### src/sv/srh_pkg.sv
`timescale 1ns / 1ps
package srh_pkg;
   typedef enum logic [2:0] {
      CMD_TICK = 3'd0, CMD_MOVE_ABS = 3'd1, CMD_MOVE_REL = 3'd2,
      CMD_SET_POS = 3'd3, CMD_HOME = 3'd4
   } cmd_type;
   localparam logic [1:0] PH_IDLE = 2'd0;
   localparam logic [1:0] PH_AWAY = 2'd1;
   localparam logic [1:0] PH_TOWARD = 2'd2;
   localparam logic [2:0] HS_NONE = 3'd0;
   localparam logic [2:0] HS_BUSY = 3'd1;
   localparam logic [2:0] HS_DONE = 3'd2;
   localparam logic [2:0] HS_STUCK_HIGH = 3'd3;
   localparam logic [2:0] HS_STUCK_LOW = 3'd4;
   localparam logic [2:0] CSR_MIN_PERIOD = 3'd0;
   localparam logic [2:0] CSR_INIT_PERIOD = 3'd1;
   localparam logic [2:0] CSR_DECEL_STEPS = 3'd2;
   localparam logic [2:0] CSR_ACCEL = 3'd3;
   localparam logic [2:0] CSR_HOME_DIR = 3'd4;
   localparam logic [2:0] CSR_HOME_DIST = 3'd5;
endpackage

### src/sv/stepper_ramp_and_homing.sv
`timescale 1ns / 1ps
// Trapezoidal stepper ramp generator with homing. Each req word is a command
// (tick, move absolute/relative, set position, start homing); each produces
// exactly one rsp word with step, direction, position, done and homing status.
// Non-stepping words go straight to the output state. A tick that steps runs the
// period update p*(1-/+a*p*p) through one shared 48x64 bit-serial multiplier
// three times (p*p, a*p*p and p*t, in states MUL1, MUL2 and MUL3) before the
// output state makes the rsp word valid.
// Only one word is in work at a time: a new word is taken when no rsp word is
// pending, or in the same cycle the pending rsp word is accepted.
module stepper_ramp_and_homing (
   input  logic               clock,
   input  logic               reset,
   input  logic               req_valid,
   output logic               req_ready,
   input  logic [2:0]         req_cmd,
   input  logic signed [31:0] req_value,
   input  logic               req_endstop_active,
   output logic               rsp_valid,
   input  logic               rsp_ready,
   output logic               rsp_step_pulse,
   output logic               rsp_dir_negative,
   output logic signed [31:0] rsp_position,
   output logic               rsp_motion_done,
   output logic [2:0]         rsp_homing_status,
   input  logic               csr_we,
   input  logic [2:0]         csr_index,
   input  logic [47:0]        csr_wdata
);
   typedef enum logic [4:0] {
      S_IDLE = 5'b00001, S_MUL1 = 5'b00010, S_MUL2 = 5'b00100,
      S_MUL3 = 5'b01000, S_OUT = 5'b10000
   } state_type;

   // config
   logic [31:0] min_p_ff, init_p_ff;
   logic [30:0] dsteps_ff;
   logic [47:0] accel_ff;
   logic        hdir_ff;
   logic [29:0] hdist_ff;

   // block state
   logic [31:0] pos_ff, pos_in, tgt_ff, tgt_in, per_ff, per_in, tk_ff, tk_in;
   logic [30:0] ads_ff, ads_in;
   logic        neg_ff, neg_in, dec_ff, dec_in;
   logic [1:0]  ph_ff, ph_in;
   logic [2:0]  hr_ff, hr_in;
   logic        step_ff, step_in;
   state_type   st_ff, st_in;
   logic        rv_ff, rv_in;
   logic [63:0] t_ff, t_in;   // p*p, then a*p*p>>48 capped

   logic        mstart, mdone;
   logic [47:0] ma;
   logic [63:0] mb;
   logic [111:0] mprod;

   srh_serial_mul #(.AW(48), .BW(64)) u_mul (
      .clock(clock), .reset(reset), .start(mstart), .a(ma), .b(mb),
      .done(mdone), .prod(mprod));

   wire accept = req_valid && req_ready;
   assign req_ready = (st_ff == S_IDLE) && !(rv_ff && !rsp_ready);

   function automatic logic [31:0] absd(input logic [31:0] d);
      return d[31] ? (32'd0 - d) : d;
   endfunction

   logic [31:0] hd_ext, mv_tgt, dd, mag;
   logic        do_setup, do_motion, run_done;
   logic [32:0] t33;
   logic [63:0] np64;
   logic [39:0] pt;
   logic [31:0] np;

   always_comb begin
      pos_in = pos_ff; tgt_in = tgt_ff; per_in = per_ff; tk_in = tk_ff;
      ads_in = ads_ff; neg_in = neg_ff; dec_in = dec_ff; ph_in = ph_ff;
      hr_in = hr_ff; step_in = step_ff; st_in = st_ff; rv_in = rv_ff;
      t_in = t_ff; mstart = 1'b0; ma = '0; mb = '0;
      do_setup = 1'b0; mv_tgt = '0; do_motion = 1'b0; run_done = 1'b0;
      hd_ext = {2'b00, hdist_ff};
      dd = '0; mag = '0; t33 = '0; np64 = '0; pt = '0; np = '0;
      if (rv_ff && rsp_ready) rv_in = 1'b0;
      case (st_ff)
         S_IDLE: begin
            if (accept) begin
               step_in = 1'b0;
               st_in = S_OUT;
               case (req_cmd)
                  srh_pkg::CMD_TICK: begin
                     if (ph_ff == srh_pkg::PH_AWAY) begin
                        if (req_endstop_active) do_motion = 1'b1;
                        else begin
                           do_setup = 1'b1;
                           mv_tgt = pos_ff + (hdir_ff ? hd_ext : 32'd0 - hd_ext);
                           ph_in = srh_pkg::PH_TOWARD; hr_in = srh_pkg::HS_BUSY;
                        end
                     end else if (ph_ff == srh_pkg::PH_TOWARD) begin
                        if (req_endstop_active) begin
                           pos_in = '0; tgt_in = '0; ph_in = srh_pkg::PH_IDLE;
                           hr_in = srh_pkg::HS_DONE;
                        end else do_motion = 1'b1;
                     end else do_motion = 1'b1;
                  end
                  srh_pkg::CMD_MOVE_ABS, srh_pkg::CMD_MOVE_REL: begin
                     if (ph_ff != srh_pkg::PH_IDLE) begin
                        ph_in = srh_pkg::PH_IDLE; hr_in = srh_pkg::HS_NONE;
                     end
                     do_setup = 1'b1;
                     mv_tgt = (req_cmd == srh_pkg::CMD_MOVE_ABS) ? req_value
                              : pos_ff + req_value;
                  end
                  srh_pkg::CMD_SET_POS: begin
                     pos_in = req_value; tgt_in = req_value;
                  end
                  srh_pkg::CMD_HOME: begin
                     do_setup = 1'b1;
                     if (req_endstop_active) begin
                        mv_tgt = pos_ff + (!hdir_ff ? hd_ext : 32'd0 - hd_ext);
                        ph_in = srh_pkg::PH_AWAY;
                     end else begin
                        mv_tgt = pos_ff + (hdir_ff ? hd_ext : 32'd0 - hd_ext);
                        ph_in = srh_pkg::PH_TOWARD;
                     end
                     hr_in = srh_pkg::HS_BUSY;
                  end
                  default: ;
               endcase
               if (do_setup) begin
                  dd = mv_tgt - pos_ff;
                  mag = absd(dd);
                  tgt_in = mv_tgt; neg_in = dd[31];
                  ads_in = ({1'b0, mag} <= {1'b0, dsteps_ff, 1'b0})
                           ? mag[31:1] : dsteps_ff;
                  per_in = init_p_ff; dec_in = 1'b0; tk_in = '0;
               end
               if (do_motion) begin
                  if (pos_ff == tgt_ff) run_done = 1'b1;
                  else if (tk_ff < {12'd0, per_ff[31:12]}) begin
                     tk_in = (tk_ff == '1) ? tk_ff : tk_ff + 1'b1;
                  end else begin
                     if (absd(tgt_ff - pos_ff) == {1'b0, ads_ff}) dec_in = !dec_ff;
                     pos_in = pos_ff + (neg_ff ? 32'hFFFF_FFFF : 32'd1);
                     run_done = (pos_ff + (neg_ff ? 32'hFFFF_FFFF : 32'd1)) == tgt_ff;
                     step_in = 1'b1; tk_in = 32'd1;
                     st_in = S_MUL1;
                     mstart = 1'b1; ma = {16'd0, per_ff}; mb = {32'd0, per_ff};
                  end
                  if (ph_ff == srh_pkg::PH_AWAY) begin
                     if (run_done) begin
                        ph_in = srh_pkg::PH_IDLE; hr_in = srh_pkg::HS_STUCK_HIGH;
                     end else hr_in = srh_pkg::HS_BUSY;
                  end else if (ph_ff == srh_pkg::PH_TOWARD) begin
                     if (run_done) begin
                        ph_in = srh_pkg::PH_IDLE; hr_in = srh_pkg::HS_STUCK_LOW;
                     end else hr_in = srh_pkg::HS_BUSY;
                  end
               end
            end
         end
         S_MUL1: begin
            if (mdone) begin
               t_in = mprod[63:0];
               mstart = 1'b1; ma = accel_ff; mb = mprod[63:0];
               st_in = S_MUL2;
            end
         end
         S_MUL2: begin
            if (mdone) begin
               // factor capped at 1.0 in Q.32 terms
               t33 = (mprod[111:48] > 64'h1_0000_0000) ? 33'h1_0000_0000 : mprod[80:48];
               t_in = {31'd0, t33};
               mstart = 1'b1; ma = {16'd0, per_ff}; mb = {31'd0, t33};
               st_in = S_MUL3;
            end
         end
         S_MUL3: begin
            if (mdone) begin
               pt = mprod[63:24];
               if (!dec_ff) begin
                  np64 = (t_ff[32:24] != '0) ? 64'd0 : {32'd0, per_ff} - {24'd0, pt};
               end else begin
                  np64 = {32'd0, per_ff} + {24'd0, pt};
                  if (np64[63:32] != '0) np64 = 64'h0000_0000_FFFF_FFFF;
               end
               np = np64[31:0];
               per_in = (np < min_p_ff) ? min_p_ff : np;
               st_in = S_OUT;
            end
         end
         S_OUT: begin
            if (!rv_ff || rsp_ready) begin
               rv_in = 1'b1; st_in = S_IDLE;
            end
         end
         default: st_in = S_IDLE;
      endcase
   end

   always_ff @(posedge clock) begin
      t_ff <= t_in;
      if (reset) begin
         min_p_ff <= 32'd20480000; init_p_ff <= 32'd204800000; dsteps_ff <= 31'd100;
         accel_ff <= 48'd56295; hdir_ff <= 1'b0; hdist_ff <= 30'd10000;
         pos_ff <= '0; tgt_ff <= '0; per_ff <= '0; tk_ff <= '0; ads_ff <= '0;
         neg_ff <= 1'b0; dec_ff <= 1'b0; ph_ff <= srh_pkg::PH_IDLE;
         hr_ff <= srh_pkg::HS_NONE; step_ff <= 1'b0; st_ff <= S_IDLE; rv_ff <= 1'b0;
      end else begin
         pos_ff <= pos_in; tgt_ff <= tgt_in; per_ff <= per_in; tk_ff <= tk_in;
         ads_ff <= ads_in; neg_ff <= neg_in; dec_ff <= dec_in; ph_ff <= ph_in;
         hr_ff <= hr_in; step_ff <= step_in; st_ff <= st_in; rv_ff <= rv_in;
         if (csr_we) begin
            case (csr_index)
               srh_pkg::CSR_MIN_PERIOD:  min_p_ff <= csr_wdata[31:0];
               srh_pkg::CSR_INIT_PERIOD: init_p_ff <= csr_wdata[31:0];
               srh_pkg::CSR_DECEL_STEPS: dsteps_ff <= csr_wdata[30:0];
               srh_pkg::CSR_ACCEL:       accel_ff <= csr_wdata;
               srh_pkg::CSR_HOME_DIR:    hdir_ff <= csr_wdata[0];
               srh_pkg::CSR_HOME_DIST:   hdist_ff <= csr_wdata[29:0];
               default: ;
            endcase
         end
      end
   end

   // rsp word holds the architectural state, stable while no word is in work
   assign rsp_valid = rv_ff;
   assign rsp_step_pulse = step_ff;
   assign rsp_dir_negative = neg_ff;
   assign rsp_position = pos_ff;
   assign rsp_motion_done = (pos_ff == tgt_ff);
   assign rsp_homing_status = hr_ff;

   a_no_accept_busy: assert property (@(posedge clock) disable iff (reset)
      (st_ff != S_IDLE) |-> !req_ready) else $error("accept while busy");
   a_rsp_hold: assert property (@(posedge clock) disable iff (reset)
      (rv_ff && !rsp_ready) |=> (rv_ff && $stable(pos_ff))) else $error("rsp lost");
   a_step_one: assert property (@(posedge clock) disable iff (reset)
      (st_ff == S_MUL1) |-> step_ff) else $error("ramp without step");
endmodule

### src/sv/srh_serial_mul.sv
`timescale 1ns / 1ps
// Shift-add multiplier: one bit of b per cycle, product accumulated from the top.
module srh_serial_mul #(
   parameter int AW = 48,
   parameter int BW = 64
) (
   input  logic              clock,
   input  logic              reset,
   input  logic              start,
   input  logic [AW-1:0]     a,
   input  logic [BW-1:0]     b,
   output logic              done,
   output logic [AW+BW-1:0]  prod
);
   localparam int CW = $clog2(BW + 1);
   logic [AW+BW-1:0] acc_ff, acc_in;
   logic [BW-1:0]    b_ff, b_in;
   logic [AW-1:0]    a_ff, a_in;
   logic [CW-1:0]    cnt_ff, cnt_in;
   logic             busy_ff, busy_in, done_ff, done_in;

   always_comb begin
      acc_in = acc_ff; b_in = b_ff; a_in = a_ff; cnt_in = cnt_ff;
      busy_in = busy_ff; done_in = 1'b0;
      if (start) begin
         acc_in = '0; a_in = a; b_in = b; cnt_in = CW'(BW); busy_in = 1'b1;
      end else if (busy_ff) begin
         acc_in = {acc_ff[AW+BW-2:0], 1'b0} +
                  (b_ff[BW-1] ? {{BW{1'b0}}, a_ff} : '0);
         b_in = {b_ff[BW-2:0], 1'b0};
         cnt_in = cnt_ff - 1'b1;
         if (cnt_ff == CW'(1)) begin
            busy_in = 1'b0; done_in = 1'b1;
         end
      end
   end

   always_ff @(posedge clock) begin
      acc_ff <= acc_in; a_ff <= a_in; b_ff <= b_in; cnt_ff <= cnt_in;
      if (reset) begin
         busy_ff <= 1'b0; done_ff <= 1'b0;
      end else begin
         busy_ff <= busy_in; done_ff <= done_in;
      end
   end

   assign done = done_ff;
   assign prod = acc_ff;
endmodule
### config.mk
export PLATFORM = sky130hd
export DESIGN_NAME = stepper_ramp_and_homing
export DESIGN_NICKNAME = d
export VERILOG_FILES = /design/src/sv/srh_pkg.sv /design/src/sv/stepper_ramp_and_homing.sv /design/src/sv/srh_serial_mul.sv
export SDC_FILE = /design/constraint.sdc
export NUM_CORES = 2
export LEC_CHECK = 0
export BUFFER_PORTS_ARGS = -buffer_cell sky130_fd_sc_hd__buf_4
export CAP_MARGIN = 10
export CORE_MARGIN = 10
export CORE_UTILIZATION = 40
export DETAILED_ROUTE_END_ITERATION = 8
export GPL_TIMING_DRIVEN = 0
export SLEW_MARGIN = 20
export SYNTH_ARGS = -nofsm -noshare
export SYNTH_HDL_FRONTEND = slang
export SYNTH_SLANG_ARGS = --single-unit
### constraint.sdc
create_clock -name clock -period 10 [get_ports clock]
set_input_delay 0.5 -clock clock [delete_from_list [all_inputs] [get_ports clock]]
set_output_delay 0.5 -clock clock [all_outputs]
set_load 0.05 [all_outputs]
==> metrics.txt <==
final wirelength 234 mm; critical path data arrival time 10.34 ns; kind of end point of the critical path flop; max capacitance violation total 0; final net count 7104; ys flop type sky130_fd_sc_hd__dfxtp_1; maximum number of pins on one net before global-route repair 45; total vias in the final route 51200; vias in the first global route 47700; setup repair after global routing missed its margin yes; number of non-filler instances in the completed layout 8310; length of routed met2 wiring 103 mm; vias per cell 6.16; site row count 128; core outline area 121000 µm²; Crit. Startpoint hdist_ff[1]; total of endpoints with negative setup slack in the final report 0; post-synthesis sequential element count 589; post-detailed-route count of antenna-violating nets 0; overall fraction of global-route tracks in use 32.7%; number of synthesis warnings 0; number of cells after detailed placement 8136; Slew HR 17.0%; number of antenna violations at the first check in global routing 15; vertical extent of the die 369 µm; launching point of the worst reg2reg path hdist_ff[1]; Die Area 136000 µm²; actual transition at the worst max-transition pin 1.24 ns; worst-case register-to-register setup slack 0.21 ns; hold_ws 0.0713 ns; global-route congestion overflow total 0; Post-synth EDFFs 121; largest incremental delay on the critical path 0.41 ns; power per unit of standard cell area 200 nW/µm²; library cell occupying the most area in the post-synthesis netlist sky130_fd_sc_hd__dfxtp_1; Worst Path Max Fanout 10; clock root buffer sky130_fd_sc_hd__clkbuf_16; drt first pass iters 6; Worst-Skew Late Latency 0.68 ns; Routed met3 length 18.6 mm; IO Port Bufs 127; critical path's slowest cell sky130_fd_sc_hd__or3b_4; Max Freq 102 MHz; count of hold-fix buffers inserted at cts 0; end point of the critical path ads_ff[16]; leakage power total 0.0221 µW; first-pass GRT wire length 333 mm; synthesized cell area 48800 µm²; most numerous cell on the critical path sky130_fd_sc_hd__o21a_1; sequential fraction of the synthesis area 26.7%; Initial Utilization 40.2%; number of hold-slack violations in the final timing report 0; required time at the worst-slack endpoint 10.55 ns; met1 WL 92.2 mm; wire length per cell after detailed routing 28.2 µm; number of remaining DRC errors 0; leading cell types by total area after synthesis sky130_fd_sc_hd__dfxtp_1, sky130_fd_sc_hd__ha_1, sky130_fd_sc_hd__edfxtp_1; number of placed I/O pins 132; status finished, final reports clean; final clock period utilization by the worst path 97.9%; final estimated routing congestion in global placement 1.05; Clock Tree Buf Depth 3; horizontal die dimension 369 µm; critical path class flop to flop; Synth top area share 19.2%; area overhead of the layout relative to synthesis 14.2%; average footprint of a synthesized cell 7.65 µm²; final max-slew violation count 0; reg-to-reg critical path endpoint ads_ff[16]; clock sink count 589; syn_nets 6858; post-synthesis cell type count 106; Clock transition at path regs 0.07 ns; H-tree depth 3; Num CTS Buffers 71; Design Power 11100 µW; violation count after the first detailed-route iteration 5586; Critical Path Source Type flop; top metal layer carrying routed signals met5; worst hold path type input port to flop; fraction of layout instances using a drive strength above 1 8.40%; IR drop worst, VDD 0.183 mV; FFs w/ async S/R, synth 0%; minimum clock period after layout 9.79 ns; gate count after technology mapping 6376; CTS tree done; Worst Reg2Reg Path Length in Cells 50; Fin Clk Skew 0.0391 ns; DP HPWL 187 mm
-- final cells by class --
cell class,count,area (µm²)
flip-flops and latches,589,13000
clock inverters,32,467
clock buffers,98,2000
fillers,12600,65700
well taps,1625,2030
plain buffers,362,1470
multi-input cells,5137,34200
diodes,6,15.0
inverters,278,1050
repair buffers,183,1450
-- flip-flops by register name, indices dropped and copies added, names as in the netlist, 2 cells and up --
signal	count
u_mul.prod	112
u_mul.b_ff	64
accel_ff	48
u_mul.a_ff	48
init_p_ff	32
min_p_ff	32
per_ff	32
rsp_position	32
tgt_ff	32
tk_ff	32
ads_ff	31
dsteps_ff	31
hdist_ff	30
t_ff	9
u_mul.cnt_ff	7
st_ff	5
rsp_homing_status	3
ph_ff	2
-- power breakdown --
group	internal, µW	total [µW]	switching, µW
Sequential	2740	3320	584
Combinational	1840	5010	3170
Clock	1630	2800	1160
-- metrics by stage --
step           setup WS, ns  area, µm²  util [%]  setup TNS [ns]
5_1_grt              -0.110      55700      45.9           -1.54
6_report              0.207      55700      45.9               0
3_3_place_gp          -2.79      51800      42.6          -78.84
3_5_place_dp          -2.73      51900      42.8          -77.63
4_1_cts             0.00724      54900      45.2               0
2_1_floorplan         0.528      48800         -               0
-- what timing repair did --
action / 4_1_cts / 5_1_grt
setup buffers: 17 / 30
resized for setup: 109 / 121
endpoints found under the hold margin: 0 / 0
pin swaps: 27 / 68
endpoints found under the setup margin: 51 / 41
cloned: 1 / 0
-- cell usage after synthesis, types with 87 or more instances --
cell,n
sky130_fd_sc_hd__nand2_1,785
sky130_fd_sc_hd__a21oi_1,634
sky130_fd_sc_hd__nor2_1,522
sky130_fd_sc_hd__dfxtp_1,468
sky130_fd_sc_hd__o21ai_0,393
sky130_fd_sc_hd__ha_1,381
sky130_fd_sc_hd__clkbuf_1,338
sky130_fd_sc_hd__xnor2_1,282
sky130_fd_sc_hd__inv_1,277
sky130_fd_sc_hd__a21o_1,170
sky130_fd_sc_hd__nand3_1,147
sky130_fd_sc_hd__xor2_1,143
sky130_fd_sc_hd__edfxtp_1,121
sky130_fd_sc_hd__and3_1,113
sky130_fd_sc_hd__nor3_1,111
sky130_fd_sc_hd__and2_1,88
sky130_fd_sc_hd__a211oi_1,87
-- worst max-delay path, delay by kind of cell (launching register included) --
| family | cells | cell delay (ns) |
|---|---|---|
| compound gates | 21 | 4.06 |
| xor+xnor | 3 | 0.51 |
| fa+ha+maj | 4 | 0.97 |
| buf+inv | 7 | 1.01 |
| flops | 1 | 0.37 |
| simple gates | 15 | 2.72 |
-- layer usage --
metal | vias to the layer above | GRT usage [%]
li1 | 23600 | -
met5 | - | 0
met1 | 24400 | 39.5
met2 | 2478 | 51.8
met4 | 14 | 23.6
met3 | 688 | 5.98
-- cells by family (layout without fill, tap and decap cells) --
family,after synthesis,count (layout),synth area share (%)
multiplexers,73,73,1.51
other,0,6,0
buffers and inverters,650,953,5.06
AND/OR/NAND/NOR,2249,2249,22.2
AO/OA/AOI/OAI,1991,1991,26.4
adder cells (fa/ha/maj),391,391,10.2
XOR/XNOR,433,433,8.00
flip-flops,589,589,26.7
-- placed cells by master, fill, tap and decap left out, types with 57 or more instances in the layout --
master and count:
sky130_fd_sc_hd__a211oi_1 80, sky130_fd_sc_hd__a21o_1 170, sky130_fd_sc_hd__a21oi_1 624, sky130_fd_sc_hd__a22oi_1 63, sky130_fd_sc_hd__a31oi_1 63, sky130_fd_sc_hd__and2_1 87
sky130_fd_sc_hd__and3_1 113, sky130_fd_sc_hd__buf_4 173, sky130_fd_sc_hd__clkbuf_1 331, sky130_fd_sc_hd__clkbuf_16 72, sky130_fd_sc_hd__dfxtp_1 459, sky130_fd_sc_hd__edfxtp_1 121
sky130_fd_sc_hd__ha_1 365, sky130_fd_sc_hd__inv_1 273, sky130_fd_sc_hd__mux2i_1 68, sky130_fd_sc_hd__nand2_1 779, sky130_fd_sc_hd__nand2b_1 77, sky130_fd_sc_hd__nand3_1 147
sky130_fd_sc_hd__nand4_1 71, sky130_fd_sc_hd__nor2_1 515, sky130_fd_sc_hd__nor3_1 102, sky130_fd_sc_hd__nor4_1 58, sky130_fd_sc_hd__o21ai_0 376, sky130_fd_sc_hd__o21bai_1 57
sky130_fd_sc_hd__xnor2_1 279, sky130_fd_sc_hd__xor2_1 140
-- how the worst min path moves through the flow --
stage	startpoint	depth (start not counted)	slack, ns	to
floorplan	tk_ff[31]	1	0.43	tk_ff[31]
global placement	init_p_ff[22]	2	0.44	init_p_ff[22]
detailed placement	init_p_ff[29]	2	0.44	init_p_ff[29]
CTS	csr_wdata[38]	3	0.05	accel_ff[38]
global route	csr_wdata[41]	3	0.07	accel_ff[41]
finish	csr_wdata[40]	3	0.07	accel_ff[40]
(Power assumes the default switching activity.)
